--- src/rtl/core/kce_pkg.sv ---
`timescale 1ns / 1ps
package kce_pkg;

   // length of the entered code in digits
   localparam int CODE_DIGITS = 4;
   localparam int CODE_BITS   = CODE_DIGITS * 4;
   localparam int REG_BITS    = 16;
   localparam int CMP_BITS    = (CODE_BITS > REG_BITS) ? CODE_BITS : REG_BITS;
   localparam int COUNT_BITS  = $clog2(CODE_DIGITS + 1);

   localparam int KEY_BITS    = 8;
   localparam int TIME_BITS   = 32;
   localparam int SOURCE_BITS = 8;
   localparam int DEB_BITS    = 8;

   localparam int REQ_DATA_BITS = 40;
   localparam int RSP_DATA_BITS = 40;
   localparam int CSR_ADDR_BITS = 2;
   localparam int CSR_DATA_BITS = 16;

   typedef logic [KEY_BITS-1:0]      key_type;
   typedef logic [TIME_BITS-1:0]     time_type;
   typedef logic [COUNT_BITS-1:0]    count_type;
   typedef logic [3:0]               digit_type;
   typedef logic [CSR_ADDR_BITS-1:0] csr_addr_type;

   // key codes
   localparam key_type KEY_STAR  = 8'h2A;
   localparam key_type KEY_HASH  = 8'h23;
   localparam key_type KEY_ZERO  = 8'h30;
   localparam key_type KEY_NINE  = 8'h39;

   // register indexes
   localparam csr_addr_type REG_ARM_CODE    = 2'd0;
   localparam csr_addr_type REG_DISARM_CODE = 2'd1;
   localparam csr_addr_type REG_SOURCE_ID   = 2'd2;
   localparam csr_addr_type REG_DEBOUNCE_MS = 2'd3;

   // reset values
   localparam logic [REG_BITS-1:0]    ARM_CODE_RESET    = 16'h1234;
   localparam logic [REG_BITS-1:0]    DISARM_CODE_RESET = 16'h0000;
   localparam logic [SOURCE_BITS-1:0] SOURCE_ID_RESET   = 8'd0;
   localparam logic [DEB_BITS-1:0]    DEBOUNCE_RESET    = 8'd30;

   // event kinds
   localparam logic EVENT_ARM    = 1'b0;
   localparam logic EVENT_DISARM = 1'b1;

endpackage

--- src/rtl/core/keypad_code_entry_unit.sv ---
`timescale 1ns / 1ps
// Keypad code entry: takes one key item per cycle (ASCII code plus millisecond
// timestamp) and emits an arm or disarm event when '#' follows a full entry
// of CODE_DIGITS digits (further digits are dropped) that matches the arm code
// (checked first) or the disarm code. Keys closer than debounce_ms to the last
// accepted key are ignored, '*' clears the entry. From acceptance an item passes
// through the input register and then the decode and compare logic that writes
// the result register; the block accepts one item every cycle while the result
// side is not stalled. Registers are written by index on the csr port and
// should only change while no key is in flight.
module keypad_code_entry_unit (
   input  logic                                  clock,
   input  logic                                  reset,
   input  logic                                  req_tvalid,
   output logic                                  req_tready,
   // [7:0] key_char, [39:8] now_ms
   input  logic [kce_pkg::REQ_DATA_BITS-1:0]     req_tdata,
   output logic                                  rsp_tvalid,
   input  logic                                  rsp_tready,
   // [31:0] event_time, [39:32] event_source
   output logic [kce_pkg::RSP_DATA_BITS-1:0]     rsp_tdata,
   // [0] event_kind
   output logic [0:0]                            rsp_tuser,
   input  logic                                  csr_we,
   input  logic [kce_pkg::CSR_ADDR_BITS-1:0]     csr_addr,
   input  logic [kce_pkg::CSR_DATA_BITS-1:0]     csr_wdata
);

   // configuration
   logic [kce_pkg::REG_BITS-1:0]    arm_code_ff;
   logic [kce_pkg::REG_BITS-1:0]    disarm_code_ff;
   logic [kce_pkg::SOURCE_BITS-1:0] source_id_ff;
   logic [kce_pkg::DEB_BITS-1:0]    debounce_ff;

   // input register
   logic                  in_valid_ff;
   kce_pkg::key_type      in_key_ff;
   kce_pkg::time_type     in_now_ff;

   // entry state
   kce_pkg::digit_type    digit_ff [kce_pkg::CODE_DIGITS];
   kce_pkg::count_type    count_ff;
   kce_pkg::count_type    count_in;
   kce_pkg::time_type     last_time_ff;
   kce_pkg::time_type     last_time_in;

   // result register
   logic                            out_valid_ff;
   logic                            out_valid_in;
   logic                            out_kind_ff;
   logic                            out_kind_in;
   kce_pkg::time_type               out_time_ff;
   logic [kce_pkg::SOURCE_BITS-1:0] out_source_ff;

   logic                            advance;
   logic                            key_taken;
   logic                            is_digit;
   logic [kce_pkg::CODE_BITS-1:0]   entered;
   logic [kce_pkg::CMP_BITS-1:0]    entered_ext;
   logic [kce_pkg::CMP_BITS-1:0]    arm_ext;
   logic [kce_pkg::CMP_BITS-1:0]    disarm_ext;
   kce_pkg::time_type               elapsed;

   assign advance    = in_valid_ff && (!out_valid_ff || rsp_tready);
   assign req_tready = !in_valid_ff || advance;

   always_ff @(posedge clock) begin
      if (reset) begin
         arm_code_ff    <= kce_pkg::ARM_CODE_RESET;
         disarm_code_ff <= kce_pkg::DISARM_CODE_RESET;
         source_id_ff   <= kce_pkg::SOURCE_ID_RESET;
         debounce_ff    <= kce_pkg::DEBOUNCE_RESET;
      end else if (csr_we) begin
         case (csr_addr)
            kce_pkg::REG_ARM_CODE:    arm_code_ff    <= csr_wdata;
            kce_pkg::REG_DISARM_CODE: disarm_code_ff <= csr_wdata;
            kce_pkg::REG_SOURCE_ID:   source_id_ff   <= csr_wdata[kce_pkg::SOURCE_BITS-1:0];
            kce_pkg::REG_DEBOUNCE_MS: debounce_ff    <= csr_wdata[kce_pkg::DEB_BITS-1:0];
            default: ;
         endcase
      end
   end

   always_ff @(posedge clock) begin
      if (reset) begin
         in_valid_ff <= 1'b0;
      end else if (req_tready) begin
         in_valid_ff <= req_tvalid;
      end
   end

   always_ff @(posedge clock) begin
      if (req_tready && req_tvalid) begin
         in_key_ff <= req_tdata[kce_pkg::KEY_BITS-1:0];
         in_now_ff <= req_tdata[kce_pkg::KEY_BITS +: kce_pkg::TIME_BITS];
      end
   end

   always_comb begin
      for (int i = 0; i < kce_pkg::CODE_DIGITS; i++) begin
         entered[kce_pkg::CODE_BITS-1-4*i -: 4] = digit_ff[i];
      end
   end

   assign entered_ext = kce_pkg::CMP_BITS'(entered);
   assign arm_ext     = kce_pkg::CMP_BITS'(arm_code_ff);
   assign disarm_ext  = kce_pkg::CMP_BITS'(disarm_code_ff);

   assign elapsed   = in_now_ff - last_time_ff;
   assign key_taken = advance && (elapsed >= kce_pkg::TIME_BITS'(debounce_ff));
   assign is_digit  = in_key_ff inside {[kce_pkg::KEY_ZERO:kce_pkg::KEY_NINE]};

   always_comb begin
      count_in     = count_ff;
      last_time_in = last_time_ff;
      out_kind_in  = kce_pkg::EVENT_ARM;
      out_valid_in = out_valid_ff && !rsp_tready;
      if (key_taken) begin
         last_time_in = in_now_ff;
         if (in_key_ff == kce_pkg::KEY_STAR) begin
            count_in = '0;
         end else if (is_digit) begin
            if (count_ff < kce_pkg::COUNT_BITS'(kce_pkg::CODE_DIGITS)) begin
               count_in = count_ff + 1'b1;
            end
         end else if (in_key_ff == kce_pkg::KEY_HASH) begin
            count_in = '0;
            if (count_ff == kce_pkg::COUNT_BITS'(kce_pkg::CODE_DIGITS)) begin
               if (entered_ext == arm_ext) begin
                  out_valid_in = 1'b1;
                  out_kind_in  = kce_pkg::EVENT_ARM;
               end else if (entered_ext == disarm_ext) begin
                  out_valid_in = 1'b1;
                  out_kind_in  = kce_pkg::EVENT_DISARM;
               end
            end
         end
      end
   end

   always_ff @(posedge clock) begin
      if (reset) begin
         count_ff     <= '0;
         last_time_ff <= '0;
         out_valid_ff <= 1'b0;
      end else begin
         count_ff     <= count_in;
         last_time_ff <= last_time_in;
         out_valid_ff <= out_valid_in;
      end
   end

   // digit store, written at the slot the count points to
   always_ff @(posedge clock) begin
      for (int i = 0; i < kce_pkg::CODE_DIGITS; i++) begin
         if (key_taken && is_digit && count_ff == kce_pkg::COUNT_BITS'(i)) begin
            digit_ff[i] <= in_key_ff[3:0];
         end
      end
   end

   // result payload loads only when a fresh event is produced
   always_ff @(posedge clock) begin
      if (out_valid_in && !(out_valid_ff && !rsp_tready)) begin
         out_kind_ff   <= out_kind_in;
         out_time_ff   <= in_now_ff;
         out_source_ff <= source_id_ff;
      end
   end

   assign rsp_tvalid = out_valid_ff;
   assign rsp_tdata  = {out_source_ff, out_time_ff};
   assign rsp_tuser  = out_kind_ff;

endmodule

--- config.mk ---
export PLATFORM = sky130hd
export DESIGN_NAME = keypad_code_entry_unit
export DESIGN_NICKNAME = d
export VERILOG_FILES = /design/src/rtl/core/kce_pkg.sv /design/src/rtl/core/keypad_code_entry_unit.sv
export SDC_FILE = /design/constraint.sdc
export NUM_CORES = 1
export LEC_CHECK = 0
export BUFFER_PORTS_ARGS = -buffer_cell sky130_fd_sc_hd__buf_4
export CORE_ASPECT_RATIO = 1.5
export CORE_MARGIN = 2
export CORE_UTILIZATION = 60
export DETAILED_ROUTE_END_ITERATION = 10
export PLACE_DENSITY = 0.79
export SETUP_SLACK_MARGIN = 0.3
export SYNTH_ARGS = -nofsm -noshare
export SYNTH_HDL_FRONTEND = slang
export SYNTH_SLANG_ARGS = --single-unit
--- constraint.sdc ---
create_clock -name clock -period 8.75 [get_ports clock]
set_clock_uncertainty 0.15 [all_clocks]
set_input_delay 0.4375 -clock clock [delete_from_list [all_inputs] [get_ports clock]]
set_output_delay 0.4375 -clock clock [all_outputs]
set_load 0.03 [all_outputs]
# Word-level counts from Yosys, hierarchy flattened
# Memory sizes are Yosys's and may differ from the RTL's.
# Index checks and enable logic that the tools add are counted.
# op_classes
addsub	2
order_cmp	4
n_eq_ne	12
n_mux	29
bitwise_logic	3
reduce_logical	29
# op_table
operator	n
16-bit == test	2
32-bit by 8-bit >= comparator with 1-bit output	1
32-bit subtractor	1
1-bit 2-to-1 mux	19
8-bit by 6-bit == test with 1-bit output (second input constant)	2
3-bit 2-to-1 mux	4
4-bit 2-to-1 mux	3
4-bit OR reduction	3
1-bit logical AND	11
8-bit by 6-bit >= comparator with 1-bit output (second input constant)	1
8-bit by 6-bit less-or-equal comparator with 1-bit output (second input constant)	1
2-bit AND reduction	4
3-bit by 2-bit == test with 1-bit output (second input constant)	2
2-bit 2-to-1 mux	3
6-bit OR reduction	1
2-bit == test (second input constant)	2
1-bit logical NOT	4
3-bit by 1-bit adder with 3-bit output (second input constant)	1
3-bit by 1-bit == test with 1-bit output (second input constant)	1
3-bit == test (second input constant)	1
3-bit logical NOT	1
3-bit less-than comparator (second input constant)	1
3-bit by 1-bit != test with 1-bit output (second input constant)	1
1-bit inverter	3
other kinds (5)	6
# totals
register_bits	166
ramBits	16
inputBits	63
output_inout_bits	43
memories	1
# memory_table
memory	words	word_bits	rd	rd_ports_with_merged_regs	write_ports	line	rtl
digit_ff	4	4	4	0	1	keypad_code_entry_unit.sv:41	kce_pkg::digit_type digit_ff [kce_pkg::CODE_DIGITS];

# Logic depth before layout (Yosys ltp)
# Gate-level depths: netlist of run 1.
# depth
word_depth	12
ltp_mapped	21
mapped_depth_nobuf	18

# Least setup slack after synthesis of run 1
# OpenSTA, ideal clock, no wires.
# synth_timing
path_kind	register -> register
from	reg in_now_ff[0]
to	reg out_source_ff[0] in the netlist's numbering (enable)
setup_time_ps	465
t_arrival_ps	5057
slack_ps	3077
path_stages_with_launch	15
path_buffers	2
path_cell_list	edfxtp_1 > inv_1 > ha_1 > fa_1 > and2b_1 > o2111ai_2 > a211o_1 > and2_4 > o41ai_2 > a211oi_1 > o211ai_2 > nor4_2 > buf_6 > buf_6 > nor4_2
# synth_via
elab_chain_len	5
# synth_lines
element	line	rtl
start: declaration	keypad_code_entry_unit.sv:38	kce_pkg::time_type in_now_ff;
start signal: assignment	keypad_code_entry_unit.sv:95	in_now_ff <= req_tdata[kce_pkg::KEY_BITS +: kce_pkg::TIME_BITS];
32-bit subtractor	keypad_code_entry_unit.sv:109	assign elapsed = in_now_ff - last_time_ff;
32-bit by 8-bit >= comparator with 1-bit output	keypad_code_entry_unit.sv:110	assign key_taken = advance && (elapsed >= kce_pkg::TIME_BITS'(debounce_ff));
1-bit logical AND	keypad_code_entry_unit.sv:110	
1-bit 2-to-1 mux	keypad_code_entry_unit.sv:118	if (key_taken) begin
1-bit logical AND	keypad_code_entry_unit.sv:164	if (out_valid_in && !(out_valid_ff && !rsp_tready)) begin
end signal: assignment	keypad_code_entry_unit.sv:167	out_source_ff <= source_id_ff;
end: declaration	keypad_code_entry_unit.sv:53	logic [kce_pkg::SOURCE_BITS-1:0] out_source_ff;
# Every way passes these cells.
# A chain may end at the register's enable or synchronous reset.

# Worst setup path after layout of run 1
# layout_timing
from	reg in_now_ff[0]
to	mem digit_ff[0][0] in the netlist's numbering (enable)
# layout_via
elab_chain_len	11
word_cells_on_any_way	25
classes_between	1 x add/sub; 1 x order compare; 14 x mux; 9 x reduce/logical
# layout_lines
element	line	rtl
32-bit subtractor *	keypad_code_entry_unit.sv:109	
32-bit by 8-bit >= comparator with 1-bit output *	keypad_code_entry_unit.sv:110	
1-bit logical AND *	keypad_code_entry_unit.sv:110	
1-bit logical AND *	keypad_code_entry_unit.sv:156	if (key_taken && is_digit && count_ff == kce_pkg::COUNT_BITS'(i)) begin
1-bit logical AND	keypad_code_entry_unit.sv:156	
1-bit 2-to-1 mux	keypad_code_entry_unit.sv:156	
1-bit 2-to-1 mux (implied by the code)	keypad_code_entry_unit.sv:157	digit_ff[i] <= in_key_ff[3:0];
4-bit OR reduction (no line)	-	
2-bit 2-to-1 mux (no line) / 1-bit 2-to-1 mux (equally long branches) (3 in a row)	-	
end: declaration	keypad_code_entry_unit.sv:41	
# Every way passes the cells marked *; elsewhere a longest branch is shown, timed or not.

==> results.cfg, run 1 <==
[yosys]
synth_fp_nets = 990
yosysWarnings = 0
synthFlopType = edfxtp_1
synth-edff-count = 97
yosys_register_bits = 182
synth_cell_types = 75
yosysSeqAreaShare_pct = 49.6
syn_area_um2 = 9310
synthCells = 882
ys_async_sr_fraction_pct = 0
syn_avg_cell_area_um2 = 10.6

[sta]
worst_slew_pin_slew_ps = 1100
period_needed_ps = 5420
max_freq_mhz = 185
drv_slew = 0
relSlewSlack_pct = 26.1
fin_crit_sh_pct = 61.9
hold_viol_final = 0
grt_setup_unrepaired = false
hold_slack_ps = 27.7
final.setup.tns_ps = 0
finalSetupViolCount = 0

[global_routing]
grt_max_degree = 77
grt_pass1_vias = 7196
antenna_found_initial = 0
grtUsageTotal_pct = 27.9
overflow = 0
grt_pass1_wl_mm = 35.5

[cells_and_area]
diodes = 0
syn_to_final_growth_pct = 15.6
finish.net_count = 1068
final_cell_mix = buf_4 (111), nand2_1 (106), edfxtp_1 (97)
drive_above_1_share_pct = 21.3
final_common_cell = buf_4

[critical_path]
critPathBufInv = 3
cp_top_family = simple AND/OR/NAND/NOR gates
path_max_fanout = 21
cp_slowest_cell = nor4_4
critical_path_required_ps = 8780
crit_type = flop to flop
cp_cell_sequence = inv_1 > ha_1 > fa_1 > and2b_1 > o2111ai_2 > nand2_1 > xor2_1 > ha_1 > a21oi_1 > nand2_1 > o2bb2ai_1 > nor4_1 > nand4_1 > nor4_1 > nand4_1 > nor4_4 > buf_4 > nor2_4 > buf_4 > and3_1
reg2reg_setup_slack_ps = 3330
r2r_start = in_now_ff[0]
cp-end-kind = flop
startpoint_type = flop
critPathLaunch = in_now_ff[0]
crit_arrival_ps = 5450
critical_path.max_stage_delay_ps = 680

[detailed_routing]
vias = 7090
drc = 0
vias_per_cell = 6.05
drtPass1Iterations = 5
wl_per_cell_um = 19.2
routed_wl_mm = 22.5
drt_iter0_drc = 529
antenna_left = 0

[cts]
cts.sinks = 182
clkTransAtPathRegs_ps = 70
hold_buffers = 0
cts-resized-gates = 0
post_cts_buffers = 0
cts-htree-levels = 4
clk_latency_ps = 430
cts-root-buf = clkbuf_16
cts_tree = done
cts_buffer_depth = 2
cts_made_buffers = 17

[die]
core_um2 = 15100
rows = 55
fp.dieH_um = 157
initial_core_util_pct = 61.5
die_w_um = 106
die-area_um2 = 16500
io_pins = 106

[min_path]
worstHoldPathType = primary input to flop
hp-start = req_tdata[34]

[run]
cap_violations = 0

[power_and_ir_drop]
peakVddDrop_uv = 139
finalPower_mw = 2.07
power.leakage_nw = 3.99
power_density_nw_per_um2 = 193

[placement]
port_buffers = 105
place_congestion = 1.01
hpwl_mm = 16.3

[outcome]
status = finished clean
==> layer usage <==
layer  share of wire [%]  vias up  track usage, %  wire, um
li1                    -     3404               -         -
met1                  36     3366            28.5      8080
met2                  55      237            52.8     12400
met3                 3.9       83            4.75       882
met4                 5.0        0            16.0      1130
met5                   0        -               0         0
==> sequential cells by signal, indices dropped and copies added (netlist names) <==
| register | flops |
|---|---|
| debounce_ff | 8 |
| last_time_ff | 32 |
| count_ff | 3 |
| source_id_ff | 8 |
| rsp_tuser | 1 |
| out_source_ff | 8 |
| disarm_code_ff | 16 |
| rsp_tvalid | 1 |
| in_now_ff | 32 |
| in_valid_ff | 1 |
| out_time_ff | 32 |
| in_key_ff | 8 |
| digit_ff | 16 |
| arm_code_ff | 16 |
==> metrics by stage <==
step	area [um2]	cells	util, %	setup slack (ps)
after floorplan	9310	882	-	3080
after global routing	10800	1172	71.0	2750
final	10800	1172	71.0	3330
after detailed placement	10200	1140	67.1	3300
after CTS	10800	1172	71.0	3290
after global placement	10200	1140	67.1	3450
==> final timing paths <==
| path | endpoint | depth (start not counted) |
|---|---|---|
| setup / recovery | digit_ff[0][0] | 20 |
| hold / removal | in_now_ff[26] | 1 |
| setup reg to reg | digit_ff[0][0] | 20 |
| hold reg to reg | out_source_ff[3] | 0 |
==> cell type report <==
type	instances	area (um2)
repair buffers	111	833
fillers	1160	4390
clock inverters	9	78.8
clock buffers	23	522
inverters	54	203
multi-input cells	594	4250
flip-flops and latches	182	4610
well taps	199	249
==> synthesized netlist by cell type (6+ instances only) <==
master | number | area share [%]
or4b_1 | 13 | 1.4
edfxtp_1 | 97 | 31
nand4_1 | 26 | 1.7
nand2_1 | 106 | 4.3
nor2_1 | 46 | 1.9
a21oi_1 | 65 | 3.5
ha_1 | 44 | 5.9
or4b_2 | 16 | 1.7
or3_1 | 6 | 0.40
nor3_1 | 9 | 0.48
nor4_1 | 6 | 0.40
o21a_1 | 10 | 0.81
a211oi_1 | 7 | 0.56
buf_2 | 16 | 0.86
o211ai_1 | 6 | 0.48
mux2i_1 | 16 | 1.7
xnor2_1 | 40 | 3.8
nand3b_1 | 10 | 0.81
nand3_1 | 10 | 0.54
o21ai_0 | 19 | 1.0
a21o_1 | 6 | 0.48
o31ai_2 | 29 | 3.9
dfxtp_1 | 85 | 18
clkbuf_1 | 31 | 1.3
inv_1 | 54 | 2.2
a211o_1 | 7 | 0.66
==> power by group <==
part	internal [mW]	leakage [nW]	switching (mW)
Combinational	0.142	2.10	0.213
Clock	0.428	0.295	0.333
Sequential	0.934	1.60	0.0221
==> cell families after synthesis <==
group	after synthesis	synth area share, %
buffers and inverters	106	4.89
AO/OA/AOI/OAI	202	16.3
XOR/XNOR	45	4.24
flip-flops	182	49.6
adder cells (fa/ha/maj)	45	6.13
AND/OR/NAND/NOR	284	16.8
multiplexers	18	2.00
Note: power is estimated with default switching activity, not from simulation.
==> run 2: changes to the inputs <==
--- a/config.mk
+++ b/config.mk
@@ -8,9 +8,9 @@
 export BUFFER_PORTS_ARGS = -buffer_cell sky130_fd_sc_hd__buf_4
 export CORE_ASPECT_RATIO = 1.5
 export CORE_MARGIN = 2
-export CORE_UTILIZATION = 60
+export CORE_UTILIZATION = 59
 export DETAILED_ROUTE_END_ITERATION = 10
-export PLACE_DENSITY = 0.79
+export PLACE_DENSITY = 0.77
 export SETUP_SLACK_MARGIN = 0.3
 export SYNTH_ARGS = -nofsm -noshare
 export SYNTH_HDL_FRONTEND = slang
==> constraint.sdc (replaced) <==
create_clock -name clock -period 5.25 [get_ports clock]
set_clock_uncertainty 0.15 [all_clocks]
set_input_delay 0.2625 -clock clock [delete_from_list [all_inputs] [get_ports clock]]
set_output_delay 0.2625 -clock clock [all_outputs]
set_load 0.03 [all_outputs]
==> results.cfg, run 2 (synthesis results as in run 1) <==
[sta]
hold_viol_final = 0
period_needed_ps = 4610
hold_slack_ps = 51.4
finalSetupViolCount = 0
relSlewSlack_pct = 27.3
max_freq_mhz = 217
worst_slew_pin_slew_ps = 1090
drv_slew = 0
grt_setup_unrepaired = true
fin_ws_ps = 640
fin_crit_sh_pct = 87.8
final.setup.tns_ps = 0

[min_path]
worstHoldPathCells = 3
hp-start = rsp_tready
worstHoldPathType = primary input to flop
hold_path_end = rsp_tvalid

[cells_and_area]
diodes = 0
drive_above_1_share_pct = 20.2
multi_input_area_um2 = 4250
reg.largest.list = in_now_ff x32, last_time_ff x32, out_time_ff x32
final_common_cell = buf_4
final_cells = 1241
syn_to_final_growth_pct = 22.4
fill_cells = 1127
final_util_pct = 73.2
final_cell_mix = buf_4 (115), nand2_1 (106), edfxtp_1 (97)
register_area_um2 = 4610
stdcell_area_um2 = 11400
finish.net_count = 1133

[global_routing]
overflow = 0
antenna_found_initial = 0
grtUsageTotal_pct = 29.0
grt_pass1_wl_mm = 37.5
grt_max_degree = 99
grt_pass1_vias = 7564

[detailed_routing]
drc = 0
routed_wl_mm = 23.6
vias = 7344
antenna_left = 0
vias_per_cell = 5.92
wl_per_cell_um = 19.0
drtPass1Iterations = 5
drt_iter0_drc = 517

[die]
io_pins = 106
die_w_um = 107
initial_core_util_pct = 59.8
rows = 56
fp.dieH_um = 158
die-area_um2 = 16800
core_um2 = 15600

[placement]
port_buffers = 105
dpl.cell_count = 1147
placed_area_um2 = 10200
dp_slack_ps = 640
hpwl_mm = 16.5
place_congestion = 1.04

[power_and_ir_drop]
finalPower_mw = 3.49
power_density_nw_per_um2 = 306
power_switching_mw = 0.947
combPwrFrac_pct = 18.1
p_int_mw = 2.54
power.leakage_nw = 4.26
netSwitchingFraction_pct = 27.1
peakVddDrop_uv = 250
p_clk_share_pct = 36.2
seqPwrFrac_pct = 45.7

[cts]
cts_tree = done
cts.sinks = 182
clkTransAtPathRegs_ps = 70
cts-htree-levels = 4
cts-root-buf = clkbuf_16
cts_made_buffers = 17
clk_latency_ps = 430
cts_buffer_depth = 2

[critical_path]
startpoint_type = flop
path_max_fanout = 35
r2r_start = in_now_ff[4]
crit_arrival_ps = 4780
reg2reg_setup_slack_ps = 640
r2r-end = rsp_tvalid
r2r_cells = 20
cp-end-kind = flop
crit_type = flop to flop
critical_path_required_ps = 5420

[run]
cap_violations = 0

[outcome]
status = finished clean
==> run 2: cell type report <==
type,instances,area share (%)
clock inverters,10,1.07
repair buffers,176,13.0
multi-input cells,594,37.4
clock buffers,22,3.99
well taps,203,2.23
inverters,54,1.78
flip-flops and latches,182,40.5
==> run 2: how the worst max path moves through the flow <==
stage | startpoint | to | slack, ps | cells past startpoint
floorplan | in_now_ff[0] | out_source_ff[0] | 550 | 14
global placement | in_now_ff[4] | last_time_ff[14] | 890 | 18
detailed placement | in_now_ff[4] | last_time_ff[9] | 640 | 18
CTS | in_now_ff[4] | last_time_ff[9] | 610 | 18
global route | in_now_ff[4] | rsp_tvalid | 290 | 20
finish | in_now_ff[4] | rsp_tvalid | 640 | 20
==> run 2: repair_timing <==
item / 4_1_cts / 5_1_grt
setup buffers: 0 / 3
gates resized for setup: 0 / 1
endpoints found under the setup margin: 0 / 30
hold endpoints to repair: 87 / 0
hold buffers: 59 / 0
==> run 2: critical path, stage by stage (launching register included) <==
cell and delay [ps]:
edfxtp_1 410, ha_1 420, a21o_1 220, a31oi_1 180, nand2_1 130, a21o_1 190, a21oi_1 180, xnor2_1 100
ha_1 190, a221oi_1 220, o211ai_1 120, nor4_1 310, nand4_1 130, nor4_1 270, nand4_1 200, nor4_4 290
buf_4 180, buf_4 120, nor4_4 80, buf_12 230, o21ba_1 180
==> run 2: power by group through the flow <==
stage	sequential [mW]	combinational [mW]	clock (mW)
after global routing	1.60	0.690	1.34
final	1.59	0.631	1.26
after detailed placement	1.62	0.581	0
after CTS	1.59	0.621	1.28
after global placement	1.62	0.579	0
after floorplan	1.61	0.427	0
==> run 2: per-layer routing <==
metal | share of wire (%) | up-vias | global-route usage (%)
li1 | - | 3519 | -
met1 | 36 | 3527 | 29.3
met2 | 56 | 229 | 56.1
met3 | 3.6 | 69 | 5.19
met4 | 4.2 | 0 | 15.3
met5 | 0 | - | 0
